<file path="config.mk">
export PLATFORM = sky130hd
export DESIGN_NAME = icv_fifo
export DESIGN_NICKNAME = d
export VERILOG_FILES = /design/src/rtl/core/icv_pkg.sv /design/src/rtl/core/icv_fifo.sv
export SDC_FILE = /design/constraint.sdc
export NUM_CORES = 1
export LEC_CHECK = 0
export ABC_AREA = 0
export BUFFER_PORTS_ARGS = -buffer_cell sky130_fd_sc_hd__buf_2
export CAP_MARGIN = 20
export CORE_MARGIN = 10
export CORE_UTILIZATION = 50
export CTS_BUF_LIST = sky130_fd_sc_hd__clkbuf_8
export CTS_CLUSTER_SIZE = 24
export DETAILED_ROUTE_END_ITERATION = 10
export GPL_TIMING_DRIVEN = 0
export PLACE_DENSITY = 0.74
export SLEW_MARGIN = 20
export SYNTH_ARGS = -nofsm -noshare
export SYNTH_HDL_FRONTEND = slang
export SYNTH_SLANG_ARGS = --single-unit
export TNS_END_PERCENT = 30
</file>
<file path="constraint.sdc">
create_clock -name clk_i -period 2.3 [get_ports clk_i]
set_input_delay 0.46 -clock clk_i [delete_from_list [all_inputs] [get_ports clk_i]]
set_output_delay 0.46 -clock clk_i [all_outputs]
set_load 0.005 [all_outputs]
</file>
<file path="src/rtl/core/icv_pkg.sv">
// Package for the 2D convolution core: sizes, codes, queue entry and window types.
// Helper functions map kernel positions onto window slots and coefficients.
// No dependencies.
package icv_pkg;

  localparam int MaxWidth    = 1024;
  localparam int MaxHeight   = 1024;
  localparam int MaxKernel   = 7;
  localparam int PixelBits   = 16;
  localparam int CoefBits    = 16;
  localparam int CoefDepth   = MaxKernel * MaxKernel;
  localparam int CoefIdxBits = 6;
  localparam int ColBits     = $clog2(MaxWidth);
  localparam int RowBits     = $clog2(MaxHeight) + 1;
  localparam int DimBits     = 11;
  localparam int KhBits      = 2;
  localparam int ShiftBits   = 5;
  localparam int CfgIdxBits  = 2;
  localparam int CfgDataBits = 11;
  localparam int NumBanks    = MaxKernel;
  localparam int BankBits    = $clog2(NumBanks);
  localparam int PosBits     = 21;
  localparam int OutPosBits  = 20;
  localparam int DelayBits   = 13;
  localparam int ProdBits    = PixelBits + CoefBits;
  localparam int RowSumBits  = ProdBits + 3;
  localparam int SumBits     = ProdBits + 6;
  localparam int FifoDepth   = 4;
  localparam int FifoPtrBits = $clog2(FifoDepth);
  localparam int FifoCntBits = FifoPtrBits + 1;
  localparam int PixMaxInt   = 2 ** (PixelBits - 1) - 1;
  localparam int PixMinInt   = -(2 ** (PixelBits - 1));

  localparam logic [DimBits-1:0]   WidthReset  = DimBits'(1024);
  localparam logic [DimBits-1:0]   HeightReset = DimBits'(1024);
  localparam logic [KhBits-1:0]    KhalfReset  = KhBits'(1);
  localparam logic [ShiftBits-1:0] ShiftReset  = ShiftBits'(14);

  typedef enum logic [1:0] {
    ACT_LOAD  = 2'd0,
    ACT_PIXEL = 2'd1,
    ACT_FLUSH = 2'd2,
    ACT_NOP   = 2'd3
  } action_e;

  typedef enum logic [CfgIdxBits-1:0] {
    CFG_WIDTH  = 2'd0,
    CFG_HEIGHT = 2'd1,
    CFG_KHALF  = 2'd2,
    CFG_SHIFT  = 2'd3
  } cfg_idx_e;

  typedef logic [MaxKernel-1:0] mask_t;

  // One queued operation for the back end.
  typedef struct packed {
    logic                   is_load;
    logic                   is_adv;
    logic                   do_write;
    logic                   emit;
    logic                   last;
    logic [PixelBits-1:0]   data;
    logic [CoefIdxBits-1:0] cidx;
    logic [ColBits-1:0]     vcol;
    logic [BankBits-1:0]    vbank;
    mask_t                  row_mask;
    mask_t                  col_mask;
  } op_t;

  typedef logic [NumBanks-1:0][PixelBits-1:0] col_t;
  typedef col_t [MaxKernel-1:0]               win_t;

  // Coefficient slot of kernel position (ky, kx) for a given radius.
  function automatic logic [CoefIdxBits-1:0] coef_pos(input logic [KhBits-1:0] kh,
                                                      input int ky, input int kx);
    int side;
    int p;
    side = 2 * int'(kh) + 1;
    p = 0;
    if (ky < side && kx < side) begin
      p = ky * side + kx;
    end
    return CoefIdxBits'(p);
  endfunction

  // Window column holding kernel column kx; newest column sits in the top slot.
  function automatic logic [BankBits-1:0] win_slot(input logic [KhBits-1:0] kh, input int kx);
    int s;
    s = MaxKernel - 1 - 2 * int'(kh) + kx;
    if (s > MaxKernel - 1) begin
      s = MaxKernel - 1;
    end
    return BankBits'(s);
  endfunction

  // Column entry holding kernel row ky; entry 0 is the newest row.
  function automatic logic [BankBits-1:0] win_row(input logic [KhBits-1:0] kh, input int ky);
    int r;
    r = 2 * int'(kh) - ky;
    if (r < 0) begin
      r = 0;
    end
    return BankBits'(r);
  endfunction

  // Bank of the row r rows above the bank given (rows rotate over the banks).
  function automatic logic [BankBits-1:0] bank_sel(input logic [BankBits-1:0] b, input int r);
    int t;
    t = int'(b) - r;
    if (t < 0) begin
      t = t + NumBanks;
    end
    return BankBits'(t);
  endfunction

endpackage

</file>
<file path="src/rtl/core/icv_fifo.sv">
// Short operation queue between front and back end.
// Depends on icv_pkg.
module icv_fifo import icv_pkg::*; (
  input  logic clk_i,
  input  logic rst_ni,
  input  logic push_i,
  input  op_t  push_op_i,
  input  logic pop_i,
  output logic full_o,
  output logic vld_o,
  output op_t  op_o
);

  op_t                    mem_q [FifoDepth];
  logic [FifoPtrBits-1:0] wptr_q, wptr_d, rptr_q, rptr_d;
  logic [FifoCntBits-1:0] cnt_q, cnt_d;
  logic                   do_pop;

  always_comb begin
    full_o = cnt_q == FifoCntBits'(FifoDepth);
    vld_o  = cnt_q != '0;
    op_o   = mem_q[rptr_q];
    do_pop = pop_i && vld_o;
    wptr_d = push_i ? wptr_q + FifoPtrBits'(1) : wptr_q;
    rptr_d = do_pop ? rptr_q + FifoPtrBits'(1) : rptr_q;
    cnt_d  = cnt_q + FifoCntBits'(push_i) - FifoCntBits'(do_pop);
  end

  always_ff @(posedge clk_i) begin
    if (push_i) begin
      mem_q[wptr_q] <= push_op_i;
    end
  end

  always_ff @(posedge clk_i or negedge rst_ni) begin
    if (!rst_ni) begin
      wptr_q <= '0;
      rptr_q <= '0;
      cnt_q  <= '0;
    end else begin
      wptr_q <= wptr_d;
      rptr_q <= rptr_d;
      cnt_q  <= cnt_d;
    end
  end

endmodule

</file>
==> flow_summary.json, run 1 <==
{
  "status": "finished with violations",
  "violations": "setup timing",
  "antenna_found_initial": 2,
  "synthesis.nets": 382,
  "reg2reg_from": "cnt_q[1]$_DFF_PN0_",
  "final_nets": 543,
  "grt_use_total_pct": 14.3,
  "path_clk_slew_ns": 0.06,
  "seq_area_sq_um": 6660,
  "rr_endpoint": "cnt_q[2]$_DFF_PN0_",
  "leakagePower_uw": 0.00355,
  "cp-endpoint": "op_o[37]",
  "final_cell_mix": "edfxtp_1 (216), buf_2 (110), mux4_2 (54)",
  "fmax_mhz": 426,
  "postRouteWirelength_um": 15400,
  "drive_gt1_share_pct": 47.0,
  "path_cells": "buf_12 -> buf_12 -> mux4_2 -> buf_2",
  "cap_violations": 0,
  "fin_crit_sh_pct": 102,
  "drt_iter0_drc": 165,
  "fin_crit_ns": 2.35,
  "area_growth_pct": 21.4,
  "numCtsBuffers": 36,
  "max-vdd-ir-drop_uv": 709,
  "yosys_warnings": 0,
  "multiInputGateArea_sq_um": 1430,
  "finalSetupViolations": 37,
  "via_count": 3804,
  "synth_area_per_cell_sq_um": 25.9,
  "drc_errors": 0,
  "ios": 114,
  "critPathLaunch": "rptr_q[0]$_DFFE_PN0P_",
  "start_util_pct": 51.2,
  "die_y_um": 148,
  "reg2reg_depth": 7,
  "cp_slowest_stage_delay_ns": 0.53,
  "syn_inst": 317,
  "worst_pin_slew_ns": 0.435,
  "nFillCells": 1155,
  "hold_class": "input pin to register",
  "ys_ff_latch": 223,
  "crit_type": "register to output port",
  "overflow": 0,
  "path_max_fanout": 10,
  "worstHoldPathCells": 1,
  "cp_data_arrival_time_ns": 1.89,
  "die_w_um": 148,
  "dp_hpwl_um": 9730,
  "grt_pass1_wl_um": 24200,
  "clock-sinks": 223,
  "grt_max_degree": 37,
  "final_common_cell": "edfxtp_1",
  "row_count": 46,
  "final_hold_viol_count": 0,
  "gp_congestion": 0.693,
  "design.core.area_sq_um": 16000,
  "netlist-cell-type-count": 18,
  "post-route-util_pct": 62.2,
  "required_ns": 1.84,
  "pre_cts_ws_ns": 0.300,
  "die_area_sq_um": 21900,
  "cts.path.max_buffers": 3,
  "wl_per_cell_um": 21.3,
  "path_common_cell": "buf_12",
  "clock_latency_ns": 0.51,
  "layout_setup_ws_ns": -0.0479,
  "r2r_slack_ns": 0.29,
  "rsz0062_at_grt": "yes",
  "cts_tree": "built",
  "max_slew_margin_pct": 71.0,
  "ctsRootBufferMaster": "clkbuf_8",
  "seq_area_frac_synth_pct": 81.3,
  "drt-vias-per-instance": 5.26,
  "ant_nets": 0,
  "powerDensity_nw_per_um2": 1250,
  "syn_area_sq_um": 8200,
  "finClkSkew_ns": 0.0118,
  "firstDrtPassIters": 4,
  "end_kind": "output port",
  "start_kind": "register",
  "grt_pass1_vias": 4325,
  "slowest_stage": "mux4_2",
  "htreeDepth": 2,
  "finalPower_uw": 12400,
  "tns_ns": -0.579,
  "slew_viol_final": 0,
  "portBuffers": 113
}
[state kept, by name, summed over array words and instances, names as in the netlist]
signal and count:
wptr_q 2, cnt_q 3, rptr_q 2, mem_q 216
[repair_timing]
action,CTS,global route
endpoints found under the hold margin,7,0
setup endpoints to repair,49,54
setup buffers,5,0
hold buffers,1,0
resized for setup,16,3
[power breakdown]
part	internal (uW)	leakage [uW]	total [uW]	switching, uW
Clock	1740	0.000412	3180	1440
Sequential	5320	0.00207	5520	196
Combinational	1970	0.00107	3740	1780
[metrics by stage]
step                hold slack (ns)  instances  cell area (sq um)
floorplan                     0.164        317               8200
global placement              0.297        646               9030
CTS                           0.128        722               9930
detailed placement            0.307        650               9130
finish                        0.163        723               9950
global route                  0.133        722               9950
[routing by layer]
| metal | part of all wire [%] | global-route usage, % | wire (um) | vias up |
|---|---|---|---|---|
| li1 | - | - | - | 1691 |
| met1 | 40 | 17.1 | 6120 | 1947 |
| met2 | 50 | 23.2 | 7720 | 139 |
| met3 | 8.1 | 5.16 | 1250 | 25 |
| met4 | 1.8 | 5.30 | 272 | 2 |
| met5 | 0.085 | 0 | 13 | - |
[kinds of logic after synthesis]
group	share of synthesized area, %
flops	81.3
mux	14.8
buf+inv	1.42
fa+ha+maj	1.16
simple gates	0.504
xor+xnor	0.534
compound gates	0.275
[area by class of cell]
type	instances	share of cell area (%)
Buffer	12	1.53
Antenna cell	1	0.0251
Clock buffer	41	5.67
Sequential cell	223	66.9
Multi-Input combinational cell	76	14.4
Timing Repair Buffer	123	7.23
Clock inverter	25	1.31
Inverter	6	0.226
Tap cell	216	2.72
[cell usage after synthesis, drive strengths merged]
library cell  count  share of area [%]
o311ai            1               0.11
dfrtp             7                2.1
buf              12                1.1
mux4             54                 15
nand2             1              0.046
o21ai             1              0.061
xor2              2               0.21
and3              1              0.076
ha                6               0.92
xnor2             3               0.32
or3               1              0.076
fa                1               0.24
and2              4               0.31
edfxtp          216                 79
o31a              1               0.11
inv               6               0.27
[worst max-delay path: cells and delay by family (launching register included)]
kind	cells	cell delay, ns
multiplexers	1	0.53
buffers and inverters	3	0.46
flip-flops	1	0.39
[how the worst min path moves through the flow]
stage	startpoint	end	slack, ns
global route	push_op_i[35]	mem_q[0][35]$_DFFE_PP_	0.13
CTS	push_op_i[48]	mem_q[1][48]$_DFFE_PP_	0.13
detailed placement	rst_ni	cnt_q[0]$_DFF_PN0_	0.31
finish	push_op_i[48]	mem_q[1][48]$_DFFE_PP_	0.16
global placement	rst_ni	cnt_q[0]$_DFF_PN0_	0.30
floorplan	rst_ni	cnt_q[0]$_DFF_PN0_	0.16
Note: power is estimated with default switching activity, not from simulation.
==> run 2, diff against run 1 <==
Settings changed: CORE_UTILIZATION 50 to 45, PLACE_DENSITY 0.74 to 0.68.
==> run 2 against run 1 <==
The run still ends with setup timing left; clock skew is 0.0014 ns lower; cell count is 1.8% higher; final area is 0.54% higher; core utilization is 6.5 points lower; first-iteration DRC count is 14% lower; sequential share of layout area is 0.36 points lower; sequential power hardly changed; fmax is 0.53% higher; non-clock buffer count stayed put; critical path type unchanged; worst setup slack better by 0.012 ns; hold slack better by 0.0040 ns; largest power group unchanged; critical endpoint is now op_o[44]; flip-flop and latch count stayed put.
==> flow_summary.json, run 2 (synthesis gave the netlist of run 1 again) <==
{
  "reg2reg_from": "cnt_q[1]$_DFF_PN0_",
  "layout_setup_ws_ns": -0.0355,
  "area_growth_pct": 22.1,
  "ctsRootBufferMaster": "clkbuf_8",
  "ant_nets": 0,
  "path_cells": "buf_12 -> buf_12 -> mux4_2 -> buf_2",
  "final_cell_area_sq_um": 10000,
  "path_clk_slew_ns": 0.06,
  "place_area_sq_um": 9140,
  "gp_congestion": 0.695,
  "largest_reg_flops": 216,
  "portBuffers": 113,
  "numCtsBuffers": 37,
  "wl_per_cell_um": 20.7,
  "ios": 114,
  "powerDensity_nw_per_um2": 1250,
  "drc_errors": 0,
  "swShare_pct": 27.2,
  "antenna_found_initial": 1,
  "via_count": 3744,
  "die_w_um": 155,
  "grt_pass1_wl_um": 24100,
  "fin_cells": 736,
  "p_sw_uw": 3420,
  "final_hold_viol_count": 0,
  "regMostFlops": "mem_q",
  "violations": "setup timing",
  "clock_latency_ns": 0.50,
  "crit_family": "multiplexers",
  "start_util_pct": 45.6,
  "final_common_cell": "edfxtp_1",
  "pwr-share-clk_pct": 25.8,
  "cap_violations": 0,
  "status": "finished with violations",
  "end_kind": "output port",
  "overflow": 0,
  "grt_max_degree": 30,
  "worst_pin_slew_ns": 0.490,
  "max_slew_margin_pct": 67.3,
  "grt_use_total_pct": 12.9,
  "firstDrtPassIters": 4,
  "comb_power_share_pct": 30.3,
  "hold_class": "input pin to register",
  "path_common_cell": "buf_12",
  "crit_type": "register to output port",
  "dp_hpwl_um": 9530,
  "max-vdd-ir-drop_uv": 663,
  "row_count": 49,
  "drt_iter0_drc": 142,
  "htreeDepth": 2,
  "slowest_stage": "mux4_2",
  "design.core.area_sq_um": 18000,
  "worstHoldPathCells": 1,
  "fmax_mhz": 428,
  "cp.buffers_inverters": 3,
  "reg_top3": "mem_q x216, cnt_q x3",
  "postRouteWirelength_um": 15300,
  "r2r_slack_ns": 0.28,
  "rr_endpoint": "cnt_q[2]$_DFF_PN0_",
  "drive_gt1_share_pct": 47.5,
  "rsz0062_at_grt": "yes",
  "cp_data_arrival_time_ns": 1.88,
  "finClkSkew_ns": 0.0104,
  "cts.path.max_buffers": 3,
  "die_y_um": 155,
  "clock-sinks": 223,
  "worstHoldEndpoint": "mem_q[2][17]$_DFFE_PP_",
  "drt-vias-per-instance": 5.09,
  "hp-start": "push_op_i[17]",
  "pre_cts_ws_ns": 0.285,
  "path_max_fanout": 10,
  "seqPwrFrac_pct": 43.9,
  "grt_pass1_vias": 4427,
  "antenna_cells": 0,
  "die_area_sq_um": 24000,
  "start_kind": "register",
  "cp_slowest_stage_delay_ns": 0.51,
  "fin_crit_sh_pct": 102,
  "reg2reg_depth": 7,
  "dp.cells": 663,
  "slew_viol_final": 0,
  "leakagePower_uw": 0.00355,
  "power.internal_uw": 9130,
  "cts_tree": "built",
  "finalSetupViolations": 38,
  "final_cell_mix": "edfxtp_1 (216), buf_2 (105), mux4_2 (54)",
  "final_nets": 544,
  "required_ns": 1.84,
  "fin_crit_ns": 2.34
}
-- run 2: metal layers --
layer	track usage, %	vias up	share of wire, %	wire length, um
met5	0	-	0	0
met4	4.27	0	1.5	225
met3	4.22	20	5.9	905
met2	21.4	98	50	7650
met1	15.5	1940	42	6480
li1	-	1686	-	-
-- run 2: worst register-to-register path, cell delays in order, from the launching register on --
cell and delay (ns):
dfrtp_1 0.41, o31a_1 0.35, ha_1 0.28, inv_1 0.04, ha_1 0.18, fa_1 0.38, xnor2_1 0.18, xnor2_1 0.14
-- run 2: how the worst max path moves through the flow --
stage | from | endpoint | slack, ns | cells after the start
2_1_floorplan | wptr_q[0]$_DFFE_PN0P_ | mem_q[2][0]$_DFFE_PP_ | -0.01 | 3
3_3_place_gp | push_i | mem_q[2][29]$_DFFE_PP_ | -1.10 | 2
6_report | rptr_q[0]$_DFFE_PN0P_ | op_o[44] | -0.04 | 4
5_1_grt | rptr_q[0]$_DFFE_PN0P_ | op_o[36] | -0.12 | 4
4_1_cts | rptr_q[0]$_DFFE_PN0P_ | op_o[36] | -0.09 | 4
3_5_place_dp | cnt_q[1]$_DFF_PN0_ | cnt_q[2]$_DFF_PN0_ | 0.28 | 7
-- run 2: cell type report --
cell class / instances / area (sq um)
buffer: 12 / 153
clock buffer: 42 / 578
clock inverter: 25 / 133
fill: 1366 / 7960
inverter: 6 / 22.5
multi-input combinational: 76 / 1430
sequential: 223 / 6660
tap: 229 / 287
timing repair buffer: 123 / 743
-- run 2: power by group through the flow --
stage / clock, uW / combinational [uW] / sequential, uW
global route: 3540 / 4180 / 5570
finish: 3240 / 3800 / 5510
detailed placement: 0 / 3630 / 5600
global placement: 0 / 3490 / 5610
CTS: 3340 / 3870 / 5520
floorplan: 0 / 2180 / 5550
-- run 2: through the flow --
step	TNS [ns]	total power (uW)	hold WS, ns	utilization [%]
after detailed placement	0	9230	0.306	50.9
after global placement	-177.34	9100	0.296	50.4
after floorplan	-0.754	7730	0.164	-
after CTS	-3.25	12700	0.135	55.5
final	-0.575	12500	0.167	55.7
after global routing	-5.19	13300	0.144	55.7
-- run 2: timing repair --
action                                 in CTS  in global routing
hold buffers                                1                  0
resized for setup                          19                  5
buffers inserted                            4                  1
setup endpoints to repair                  49                 54
pin swaps                                   0                  0
endpoints found under the hold margin       7                  0
