==> config.mk <==
export PLATFORM = sky130hd
export DESIGN_NAME = icv_front
export DESIGN_NICKNAME = d
export VERILOG_FILES = /design/src/rtl/core/icv_pkg.sv /design/src/rtl/core/icv_front.sv
export SDC_FILE = /design/constraint.sdc
export NUM_CORES = 1
export LEC_CHECK = 0
export ABC_AREA = 1
export BUFFER_PORTS_ARGS = -buffer_cell sky130_fd_sc_hd__buf_2
export CAP_MARGIN = 20
export CORE_ASPECT_RATIO = 1.25
export CORE_MARGIN = 3
export CORE_UTILIZATION = 45
export DETAILED_ROUTE_END_ITERATION = 8
export GPL_TIMING_DRIVEN = 0
export HOLD_SLACK_MARGIN = 0.15
export PLACE_DENSITY = 0.69
export SYNTH_ARGS = -nofsm -noshare
export SYNTH_HDL_FRONTEND = slang
export SYNTH_SLANG_ARGS = --single-unit
==> constraint.sdc <==
create_clock -name clk_i -period 15.9 [get_ports clk_i]
set_input_delay 1.59 -clock clk_i [delete_from_list [all_inputs] [get_ports clk_i]]
set_output_delay 1.59 -clock clk_i [all_outputs]
set_load 0.05 [all_outputs]
==> src/rtl/core/icv_pkg.sv <==
// Package for the 2D convolution core: sizes, codes, queue entry and window types.
// Helper functions map kernel positions onto window slots and coefficients.
// No dependencies.
package icv_pkg;

  localparam int MaxWidth    = 1024;
  localparam int MaxHeight   = 1024;
  localparam int MaxKernel   = 7;
  localparam int PixelBits   = 16;
  localparam int CoefBits    = 16;
  localparam int CoefDepth   = MaxKernel * MaxKernel;
  localparam int CoefIdxBits = 6;
  localparam int ColBits     = $clog2(MaxWidth);
  localparam int RowBits     = $clog2(MaxHeight) + 1;
  localparam int DimBits     = 11;
  localparam int KhBits      = 2;
  localparam int ShiftBits   = 5;
  localparam int CfgIdxBits  = 2;
  localparam int CfgDataBits = 11;
  localparam int NumBanks    = MaxKernel;
  localparam int BankBits    = $clog2(NumBanks);
  localparam int PosBits     = 21;
  localparam int OutPosBits  = 20;
  localparam int DelayBits   = 13;
  localparam int ProdBits    = PixelBits + CoefBits;
  localparam int RowSumBits  = ProdBits + 3;
  localparam int SumBits     = ProdBits + 6;
  localparam int FifoDepth   = 4;
  localparam int FifoPtrBits = $clog2(FifoDepth);
  localparam int FifoCntBits = FifoPtrBits + 1;
  localparam int PixMaxInt   = 2 ** (PixelBits - 1) - 1;
  localparam int PixMinInt   = -(2 ** (PixelBits - 1));

  localparam logic [DimBits-1:0]   WidthReset  = DimBits'(1024);
  localparam logic [DimBits-1:0]   HeightReset = DimBits'(1024);
  localparam logic [KhBits-1:0]    KhalfReset  = KhBits'(1);
  localparam logic [ShiftBits-1:0] ShiftReset  = ShiftBits'(14);

  typedef enum logic [1:0] {
    ACT_LOAD  = 2'd0,
    ACT_PIXEL = 2'd1,
    ACT_FLUSH = 2'd2,
    ACT_NOP   = 2'd3
  } action_e;

  typedef enum logic [CfgIdxBits-1:0] {
    CFG_WIDTH  = 2'd0,
    CFG_HEIGHT = 2'd1,
    CFG_KHALF  = 2'd2,
    CFG_SHIFT  = 2'd3
  } cfg_idx_e;

  typedef logic [MaxKernel-1:0] mask_t;

  // One queued operation for the back end.
  typedef struct packed {
    logic                   is_load;
    logic                   is_adv;
    logic                   do_write;
    logic                   emit;
    logic                   last;
    logic [PixelBits-1:0]   data;
    logic [CoefIdxBits-1:0] cidx;
    logic [ColBits-1:0]     vcol;
    logic [BankBits-1:0]    vbank;
    mask_t                  row_mask;
    mask_t                  col_mask;
  } op_t;

  typedef logic [NumBanks-1:0][PixelBits-1:0] col_t;
  typedef col_t [MaxKernel-1:0]               win_t;

  // Coefficient slot of kernel position (ky, kx) for a given radius.
  function automatic logic [CoefIdxBits-1:0] coef_pos(input logic [KhBits-1:0] kh,
                                                      input int ky, input int kx);
    int side;
    int p;
    side = 2 * int'(kh) + 1;
    p = 0;
    if (ky < side && kx < side) begin
      p = ky * side + kx;
    end
    return CoefIdxBits'(p);
  endfunction

  // Window column holding kernel column kx; newest column sits in the top slot.
  function automatic logic [BankBits-1:0] win_slot(input logic [KhBits-1:0] kh, input int kx);
    int s;
    s = MaxKernel - 1 - 2 * int'(kh) + kx;
    if (s > MaxKernel - 1) begin
      s = MaxKernel - 1;
    end
    return BankBits'(s);
  endfunction

  // Column entry holding kernel row ky; entry 0 is the newest row.
  function automatic logic [BankBits-1:0] win_row(input logic [KhBits-1:0] kh, input int ky);
    int r;
    r = 2 * int'(kh) - ky;
    if (r < 0) begin
      r = 0;
    end
    return BankBits'(r);
  endfunction

  // Bank of the row r rows above the bank given (rows rotate over the banks).
  function automatic logic [BankBits-1:0] bank_sel(input logic [BankBits-1:0] b, input int r);
    int t;
    t = int'(b) - r;
    if (t < 0) begin
      t = t + NumBanks;
    end
    return BankBits'(t);
  endfunction

endpackage

==> src/rtl/core/icv_front.sv <==
// Front end: classifies input words, tracks frame positions, queues operations.
// Depends on icv_pkg.
module icv_front import icv_pkg::*; (
  input  logic                   clk_i,
  input  logic                   rst_ni,
  input  logic                   in_valid_i,
  output logic                   in_ready_o,
  input  logic [1:0]             action_i,
  input  logic [CoefIdxBits-1:0] coef_index_i,
  input  logic [CoefBits-1:0]    coef_value_i,
  input  logic [PixelBits-1:0]   pixel_value_i,
  input  logic [DimBits-1:0]     width_i,
  input  logic [DimBits-1:0]     height_i,
  input  logic [KhBits-1:0]      khalf_i,
  input  logic                   restart_i,
  input  logic                   fifo_full_i,
  output logic                   push_o,
  output op_t                    op_o
);

  logic [ColBits-1:0]    in_col_q, in_col_d;
  logic [RowBits-1:0]    in_row_q, in_row_d;
  logic [PosBits-1:0]    nlin_q, nlin_d;
  logic [ColBits-1:0]    vcol_q, vcol_d;
  logic [BankBits-1:0]   vbank_q, vbank_d;
  logic [OutPosBits-1:0] olin_q, olin_d;
  logic [ColBits-1:0]    out_col_q, out_col_d;
  logic [ColBits-1:0]    out_row_q, out_row_d;

  action_e             act;
  logic                frame_in_done;
  logic [DelayBits-1:0] delay;
  logic [PosBits-1:0]  target;
  logic                n_ge;
  logic                bubble;
  logic                accept;
  logic                is_last;
  logic                adv;
  logic                emit;
  logic                pix_take;
  logic [DimBits:0]    ra, ca, kh_x, h_x, w_x;

  always_comb begin
    act           = action_e'(action_i);
    frame_in_done = in_row_q >= height_i;
    delay         = DelayBits'(khalf_i) * DelayBits'(width_i) + DelayBits'(khalf_i);
    target        = PosBits'(olin_q) + PosBits'(delay);
    n_ge          = nlin_q >= target;
    // flush that must first walk the window up to the next output position
    bubble        = in_valid_i && (act == ACT_FLUSH) && frame_in_done && !n_ge;
    in_ready_o    = !fifo_full_i && !bubble;
    accept        = in_valid_i && in_ready_o;
    is_last       = (DimBits'(out_row_q) == height_i - DimBits'(1)) &&
                    (DimBits'(out_col_q) == width_i - DimBits'(1));

    push_o   = 1'b0;
    adv      = 1'b0;
    emit     = 1'b0;
    pix_take = 1'b0;
    op_o     = '0;
    case (act)
      ACT_LOAD: begin
        if (accept) begin
          push_o     = 1'b1;
          op_o.is_load = 1'b1;
        end
      end
      ACT_PIXEL: begin
        if (accept && !frame_in_done) begin
          push_o   = 1'b1;
          adv      = 1'b1;
          pix_take = 1'b1;
          emit     = n_ge;
        end
      end
      ACT_FLUSH: begin
        if (accept && frame_in_done) begin
          push_o = 1'b1;
          adv    = 1'b1;
          emit   = 1'b1;
        end else if (bubble && !fifo_full_i) begin
          push_o = 1'b1;
          adv    = 1'b1;
        end
      end
      default: ;
    endcase

    op_o.is_adv   = adv;
    op_o.do_write = pix_take;
    op_o.emit     = emit;
    op_o.last     = emit && is_last;
    op_o.data     = (act == ACT_LOAD) ? coef_value_i : pixel_value_i;
    op_o.cidx     = coef_index_i;
    op_o.vcol     = vcol_q;
    op_o.vbank    = vbank_q;

    // padding masks: kernel row/col k is in the image when 0 <= pos - kh + k < size
    kh_x = (DimBits+1)'(khalf_i);
    h_x  = (DimBits+1)'(height_i);
    w_x  = (DimBits+1)'(width_i);
    for (int k = 0; k < MaxKernel; k++) begin
      ra = (DimBits+1)'(out_row_q) + (DimBits+1)'(k);
      ca = (DimBits+1)'(out_col_q) + (DimBits+1)'(k);
      op_o.row_mask[k] = (k <= 2 * int'(khalf_i)) && (ra >= kh_x) && (ra < h_x + kh_x);
      op_o.col_mask[k] = (k <= 2 * int'(khalf_i)) && (ca >= kh_x) && (ca < w_x + kh_x);
    end
  end

  always_comb begin
    in_col_d  = in_col_q;
    in_row_d  = in_row_q;
    nlin_d    = nlin_q;
    vcol_d    = vcol_q;
    vbank_d   = vbank_q;
    olin_d    = olin_q;
    out_col_d = out_col_q;
    out_row_d = out_row_q;
    if (pix_take) begin
      if (DimBits'(in_col_q) + DimBits'(1) >= width_i) begin
        in_col_d = '0;
        in_row_d = in_row_q + RowBits'(1);
      end else begin
        in_col_d = in_col_q + ColBits'(1);
      end
    end
    if (adv) begin
      nlin_d = nlin_q + PosBits'(1);
      if (DimBits'(vcol_q) + DimBits'(1) >= width_i) begin
        vcol_d  = '0;
        vbank_d = (vbank_q == BankBits'(NumBanks - 1)) ? '0 : vbank_q + BankBits'(1);
      end else begin
        vcol_d = vcol_q + ColBits'(1);
      end
    end
    if (emit) begin
      olin_d = olin_q + OutPosBits'(1);
      if (DimBits'(out_col_q) + DimBits'(1) >= width_i) begin
        out_col_d = '0;
        out_row_d = out_row_q + ColBits'(1);
      end else begin
        out_col_d = out_col_q + ColBits'(1);
      end
    end
    if ((emit && is_last) || restart_i) begin
      in_col_d  = '0;
      in_row_d  = '0;
      nlin_d    = '0;
      vcol_d    = '0;
      vbank_d   = '0;
      olin_d    = '0;
      out_col_d = '0;
      out_row_d = '0;
    end
  end

  always_ff @(posedge clk_i or negedge rst_ni) begin
    if (!rst_ni) begin
      in_col_q  <= '0;
      in_row_q  <= '0;
      nlin_q    <= '0;
      vcol_q    <= '0;
      vbank_q   <= '0;
      olin_q    <= '0;
      out_col_q <= '0;
      out_row_q <= '0;
    end else begin
      in_col_q  <= in_col_d;
      in_row_q  <= in_row_d;
      nlin_q    <= nlin_d;
      vcol_q    <= vcol_d;
      vbank_q   <= vbank_d;
      olin_q    <= olin_d;
      out_col_q <= out_col_d;
      out_row_q <= out_row_d;
    end
  end

endmodule

==> impl_metrics.ini, run 1 <==
[timing]
hold_viol_final = 0
tightest_slew_ns = 1.17
relSlewSlack_pct = 21.7
fmax_mhz = 94.6
fin_skew_ns = 0.0109
whs_ns = 0.521
setup_tns_ns = 0
final-max-slew-violation-count = 0
period_needed_ns = 10.57
post-route-period-util_pct = 66.5
setup_viol = 0
rsz0062_at_grt = no

[synth]
synth-simple-area-share_pct = 30.3
synth_top_family_by_area = simple AND/OR/NAND/NOR gates
synth.avg_cell_area_sq_um = 6.67
synth_edf_count = 0
ys_seq_area_share_pct = 15.7
ys_types = 47
synth_fa_ha_area_share_pct = 23.9
synth_area_sq_um = 15200
synthXorXnorAreaFrac_pct = 9.86
syn_inst = 2274
yosysWarningCount = 0
ys_async_sr_fraction_pct = 100
yosys_register_bits = 95
syn_nets = 2629
synth-main-ff-cell = dfrtp_1
synthMuxAreaShare_pct = 0
synth_compound_area_share_pct = 10.8

[critical_path]
cp-end-kind = output port
critPathCapture = op_o[52]
start_kind = input pin
worst-path-buf-inv = 8
critical_path_cell_count = 39
cp-startpoint = khalf_i[1]
worstPathMaxFanout = 11
worstSetupPathType = input pin to output port
worstPathArrival_ns = 8.98
cp_common_cell = nand2_1
crit_family = buffers and inverters
rrSetupSlack_ns = 9.96
crit_path_max_incr_delay_ns = 0.56
reg2reg_from = olin_q[0]
reg2reg_to = vcol_q[1]
worst_path_max_delay_cell = fa_1
reg2reg_depth = 30
cp.required_ns = 14.31

[cts]
clk_pin_slew_ns = 0.06
htreeDepth = 3
insertion_delay_ns = 0.38
cts_tree = yes
cts_resized = 0
clock_sinks = 95
post_cts_buffers = 0
clockRootBuffer = clkbuf_16
cts_buffers = 9
cts.path.max_buffers = 2
holdBufCountCts = 0

[final_layout]
n_fill_cell = 3354
drive_gt1_share_pct = 8.14
utilization_pct = 50.4
area_growth_pct = 9.57
finalNetCount = 2758
finalNonFillerCells = 2826
antenna_cells = 0

[die]
die_x_um = 170
core_region_area_sq_um = 33000
io-pin-count = 125
die_h_um = 211
die_area_sq_um = 35900
row_count = 74
start_util_pct = 46.0

[placed_design]
gp_congestion = 0.971
portBuffers = 116
dp.cells = 2810
dpl.hpwl_mm = 38.8

[global_route]
antenna_found_initial = 0
grt_pass1_wl_mm = 76.2
grt-ovfl-total = 0
grt_max_degree = 65
grt_pass1_vias = 14900
grt_usage_pct = 26.5

[power_and_ir_drop]
p_per_area_nw_per_um2 = 51.9
p_leak_nw = 9.36
ir_worst_vdd_uv = 48.9
report.power.total_mw = 0.862

[detailed_routing]
avgViaCountPerCell = 5.47
ant_nets = 0
drt-total-wl_mm = 48.3
drc_errors = 0
drt_iter0_drc = 920
drt-wirelength-per-cell_um = 17.1
vias = 15400
drt_first_pass_iters = 7

[hold_path]
min-delay-path-class = register to register

[job]
drv_cap = 0

[outcome]
status = complete, no violations
-- kinds of logic after synthesis --
kind of cell               Yosys count
DFF                                 95
and+or+nand+nor                   1083
buffers and inverters              359
adders and majority gates          286
xor gates and xnor gates           166
AOI/OAI and AO/OA                  285
-- state kept, by name, summed over array words and instances (netlist names) --
signal / flops
in_row_q: 11
nlin_q: 21
vbank_q: 3
out_col_q: 10
olin_q: 20
out_row_q: 10
in_col_q: 10
vcol_q: 10
-- cell type report --
cell class,count,area (sq um),share of cell area [%]
Inverter,303,1140,6.85
Timing Repair Buffer,118,618,3.72
Multi-Input combinational cell,1820,11300,68.2
Buffer,56,318,1.91
Clock buffer,13,260,1.57
Clock inverter,3,50.0,0.301
Tap cell,418,523,3.15
Sequential cell,95,2380,14.3
-- routing by layer --
metal	GRT usage, %	up-vias	share of wire [%]
li1	-	7725	-
met1	31.2	7149	40
met2	48.1	455	50
met3	2.56	116	4.7
met4	12.6	0	4.7
met5	0	-	0
-- synth_stat cells, types with 21 or more instances --
| cell type | number | share of area, % |
|---|---|---|
| nand2_1 | 580 | 14 |
| dfrtp_1 | 95 | 16 |
| inv_1 | 290 | 7.2 |
| nand4_1 | 45 | 1.9 |
| xor2_1 | 142 | 8.2 |
| xnor2_1 | 21 | 1.2 |
| o21ai_0 | 95 | 3.1 |
| ha_1 | 281 | 23 |
| a21oi_1 | 111 | 3.7 |
| nor2_1 | 229 | 5.7 |
| nand3_1 | 129 | 4.3 |
| nor3_1 | 47 | 1.6 |
-- tightest hold or removal path, delay by kind of cell (launching register included) --
| kind | cells | cell delay [ns] |
|---|---|---|
| flip-flops | 1 | 0.37 |
| AND/OR/NAND/NOR | 2 | 0.11 |
-- report_power, final --
group          switching (mW)  internal, mW
sequential             0.0114         0.246
clock                   0.108         0.132
combinational           0.244         0.120
-- stage by stage --
stage                     area (sq um)  setup slack (ns)
after floorplan                  15200              6.51
after global placement           16300              5.46
after detailed placement         16300              5.37
after CTS                        16600              5.32
after global routing             16600              4.89
final                            16600              5.33
-- how the worst min path moves through the flow --
stage / startpoint / end / cells after the start
6_report: vcol_q[9] / vcol_q[9] / 2
5_1_grt: vcol_q[9] / vcol_q[9] / 2
4_1_cts: vcol_q[9] / vcol_q[9] / 2
3_3_place_gp: in_col_q[1] / in_col_q[1] / 2
3_5_place_dp: in_col_q[1] / in_col_q[1] / 2
2_1_floorplan: in_col_q[1] / in_col_q[1] / 2
-- cell usage in the layout, fill, tap and decap left out, types with 13 or more instances in the layout --
| cell | instances |
|---|---|
| xnor2_1 | 21 |
| ha_1 | 281 |
| a21oi_1 | 111 |
| inv_1 | 290 |
| buf_4 | 14 |
| xor2_1 | 142 |
| o2111ai_1 | 14 |
| o21ai_0 | 93 |
| nor3_1 | 47 |
| nor2_1 | 229 |
| dfrtp_1 | 95 |
| clkbuf_1 | 21 |
| nand2_1 | 580 |
| nand3_1 | 129 |
| nor4_1 | 20 |
| buf_2 | 135 |
| nand4_1 | 45 |
| a21o_1 | 13 |
Note: power is estimated with default switching activity, not from simulation.
==> inputs of run 2 (changes only) <==
--- a/config.mk
+++ b/config.mk
@@ -5,7 +5,7 @@
 export SDC_FILE = /design/constraint.sdc
 export NUM_CORES = 1
 export LEC_CHECK = 0
-export ABC_AREA = 1
+export ABC_AREA = 0
 export BUFFER_PORTS_ARGS = -buffer_cell sky130_fd_sc_hd__buf_2
 export CAP_MARGIN = 20
 export CORE_ASPECT_RATIO = 1.25
==> constraint.sdc (replaced) <==
create_clock -name clk_i -period 10.81 [get_ports clk_i]
set_input_delay 1.081 -clock clk_i [delete_from_list [all_inputs] [get_ports clk_i]]
set_output_delay 1.081 -clock clk_i [all_outputs]
set_load 0.05 [all_outputs]
==> run 2 against run 1 <==
Compared with the run above: worst setup slack got worse by 4.4 ns; synthesized area fell by 6.4%; non-clock buffer count rose by 11; flip-flop and latch count did not move; die area fell by 6.2%; design area fell by 5.9%; first-iteration DRC count rose by 7.2%; synthesized cell count fell by 24%; largest cell class unchanged; highest routed layer unchanged.
==> impl_metrics.ini, run 2 <==
[timing]
setup_tns_ns = 0
setup_ws_ns = 0.957
setup_viol = 0
period_needed_ns = 9.85
final-max-slew-violation-count = 0
fin_skew_ns = 0.0160
hold_viol_final = 0
fmax_mhz = 101
relSlewSlack_pct = 23.7
tightest_slew_ns = 1.13
post-route-period-util_pct = 91.1
whs_ns = 0.554
rsz0062_at_grt = no

[final_layout]
area_growth_pct = 10.2
top_register = nlin_q
largest_registers = nlin_q x21, olin_q x20, in_row_q x11
antenna_cells = 0
layout_common_cells = ha_1 (281), nor2_1 (173), buf_2 (115)
drive_gt1_share_pct = 10.8
final_common_cell = ha_1
fin_area_sq_um = 15600
finalNetCount = 2203
largest_reg_flops = 21

[detailed_routing]
drt_iter0_drc = 986
ant_nets = 0
drt_first_pass_iters = 5
vias = 13600
drt-total-wl_mm = 43.8
drt-wirelength-per-cell_um = 19.4
avgViaCountPerCell = 6.00
drc_errors = 0

[synth]
synth_largest_area_cell = ha_1
yosys_register_bits = 95
synth-main-ff-cell = dfrtp_1
yosysWarningCount = 0
syn_inst = 1722
ys_types = 79
yosysMostFrequentCell = ha_1
ys_seq_area_share_pct = 16.8
syn_nets = 2077
ys_async_sr_fraction_pct = 100
ys_top_cells_by_count = ha_1 (281), nor2_1 (173), xnor2_1 (110), nand2_1 (105), dfrtp_1 (95)
synth_area_sq_um = 14200
synth.area.top_cells = ha_1 (25%), dfrtp_1 (17%), xnor2_1 (6.8%)
synth.avg_cell_area_sq_um = 8.24
synth_top_area_share_pct = 24.8
synth_edf_count = 0

[global_route]
grt_pass1_wl_mm = 70.0
antenna_found_initial = 0
grt_max_degree = 59
grt_pass1_vias = 13600
grt-ovfl-total = 0
grt_usage_pct = 25.9

[die]
row_count = 72
core_region_area_sq_um = 31000
io-pin-count = 125
start_util_pct = 45.8
die_h_um = 205
die_area_sq_um = 33700
die_x_um = 165

[job]
drv_cap = 0

[outcome]
status = complete, no violations

[critical_path]
worst-path-buf-inv = 7
worstPathArrival_ns = 8.77
reg2reg_from = olin_q[2]
cp-end-kind = output port
worstSetupPathType = input pin to output port
rrSetupSlack_ns = 4.89
cp.required_ns = 9.73
critical_path_cell_count = 30
cp-startpoint = khalf_i[1]
critPathCapture = op_o[53]
cp_common_cell = o21ai_0
crit_family = compound AO/OA/AOI/OAI gates
worst_path_max_delay_cell = fa_1
worstPathMaxFanout = 20
reg2reg_depth = 19
reg2reg_to = out_row_q[0]
crit_path_max_incr_delay_ns = 0.68
start_kind = input pin

[placed_design]
placed_area_sq_um = 15300
place_ws_ns = 0.308
portBuffers = 112
gp_congestion = 0.940
dpl.hpwl_mm = 34.5

[power_and_ir_drop]
p_sw_mw = 0.379
p_int_mw = 0.648
p_leak_nw = 7.56
pwr-share-clk_pct = 35.4
p_seq_share_pct = 34.7
p_sw_share_pct = 36.9
p_comb_share_pct = 29.9
ir_worst_vdd_uv = 74.2
p_per_area_nw_per_um2 = 65.7
report.power.total_mw = 1.03

[cts]
cts_tree = yes
post_cts_buffers = 0
cts.path.max_buffers = 2
insertion_delay_ns = 0.38
htreeDepth = 3
cts_resized = 0
clock_sinks = 95
clk_pin_slew_ns = 0.07
holdBufCountCts = 0
clockRootBuffer = clkbuf_16
cts_buffers = 9

[hold_path]
min-delay-path-class = register to register
==> run 2: changes by cell type after synthesis, moves of 20 or more <==
cell	change
nand3_1	-72
a21oi_1	-22
nand2b_1	+21
a22o_1	+22
mux2_2	+20
and3_1	+28
inv_1	-215
xnor2_1	+89
nor2_1	-56
xor2_1	-48
nand2_1	-475
nor2b_1	+20
o21ai_0	-21
==> run 2: layer usage <==
layer	track usage, %	share of wire [%]	up-vias
met3	2.75	4.6	124
li1	-	-	6517
met4	12.4	4.4	0
met2	46.1	50	428
met1	30.9	41	6483
met5	0	0	-
==> run 2: tightest hold or removal path, delay by kind of cell (launching register included) <==
family / cells / cell delay, ns
xor gates and xnor gates: 1 / 0.08
and+or+nand+nor: 1 / 0.07
DFF: 1 / 0.36
==> run 2: cell families (layout without fill, tap and decap cells) <==
| group | Yosys count | count (layout) | share of synthesized area [%] |
|---|---|---|---|
| AO/OA/AOI/OAI | 344 | 344 | 16.2 |
| XOR/XNOR | 204 | 204 | 12.6 |
| adder cells (fa/ha/maj) | 286 | 286 | 25.5 |
| buffers and inverters | 146 | 277 | 4.48 |
| flip-flops | 95 | 95 | 16.8 |
| multiplexers | 23 | 23 | 1.80 |
| AND/OR/NAND/NOR | 624 | 624 | 22.7 |
==> run 2: cell type report <==
cell class	instances	area [sq um]
Buffer	68	343
Clock buffer	9	225
Clock inverter	7	100
Fill cell	3021	15400
Inverter	76	285
Multi-Input combinational cell	1481	11200
Sequential cell	95	2380
Tap cell	407	509
Timing Repair Buffer	117	613
==> run 2: how the worst min path moves through the flow <==
stage	depth (start not counted)	startpoint	end
floorplan	1	in_col_q[1]	in_col_q[1]
global placement	1	in_col_q[9]	in_col_q[9]
detailed placement	2	olin_q[16]	olin_q[16]
CTS	2	olin_q[16]	olin_q[16]
global route	1	in_col_q[9]	in_col_q[9]
finish	2	olin_q[16]	olin_q[16]
==> run 2: power groups by stage <==
| stage | clock, mW | combinational, mW | sequential (mW) |
|---|---|---|---|
| floorplan | 0 | 0.203 | 0.364 |
| global placement | 0 | 0.294 | 0.363 |
| detailed placement | 0 | 0.303 | 0.363 |
| CTS | 0.365 | 0.305 | 0.356 |
| global route | 0.381 | 0.339 | 0.356 |
| finish | 0.364 | 0.307 | 0.356 |
==> run 2: through the flow <==
stage / std cells / util (%)
after floorplan: 1722 / -
after global placement: 2241 / 49.2
after detailed placement: 2244 / 49.4
after CTS: 2260 / 50.4
after global routing: 2260 / 50.4
final: 2260 / 50.4
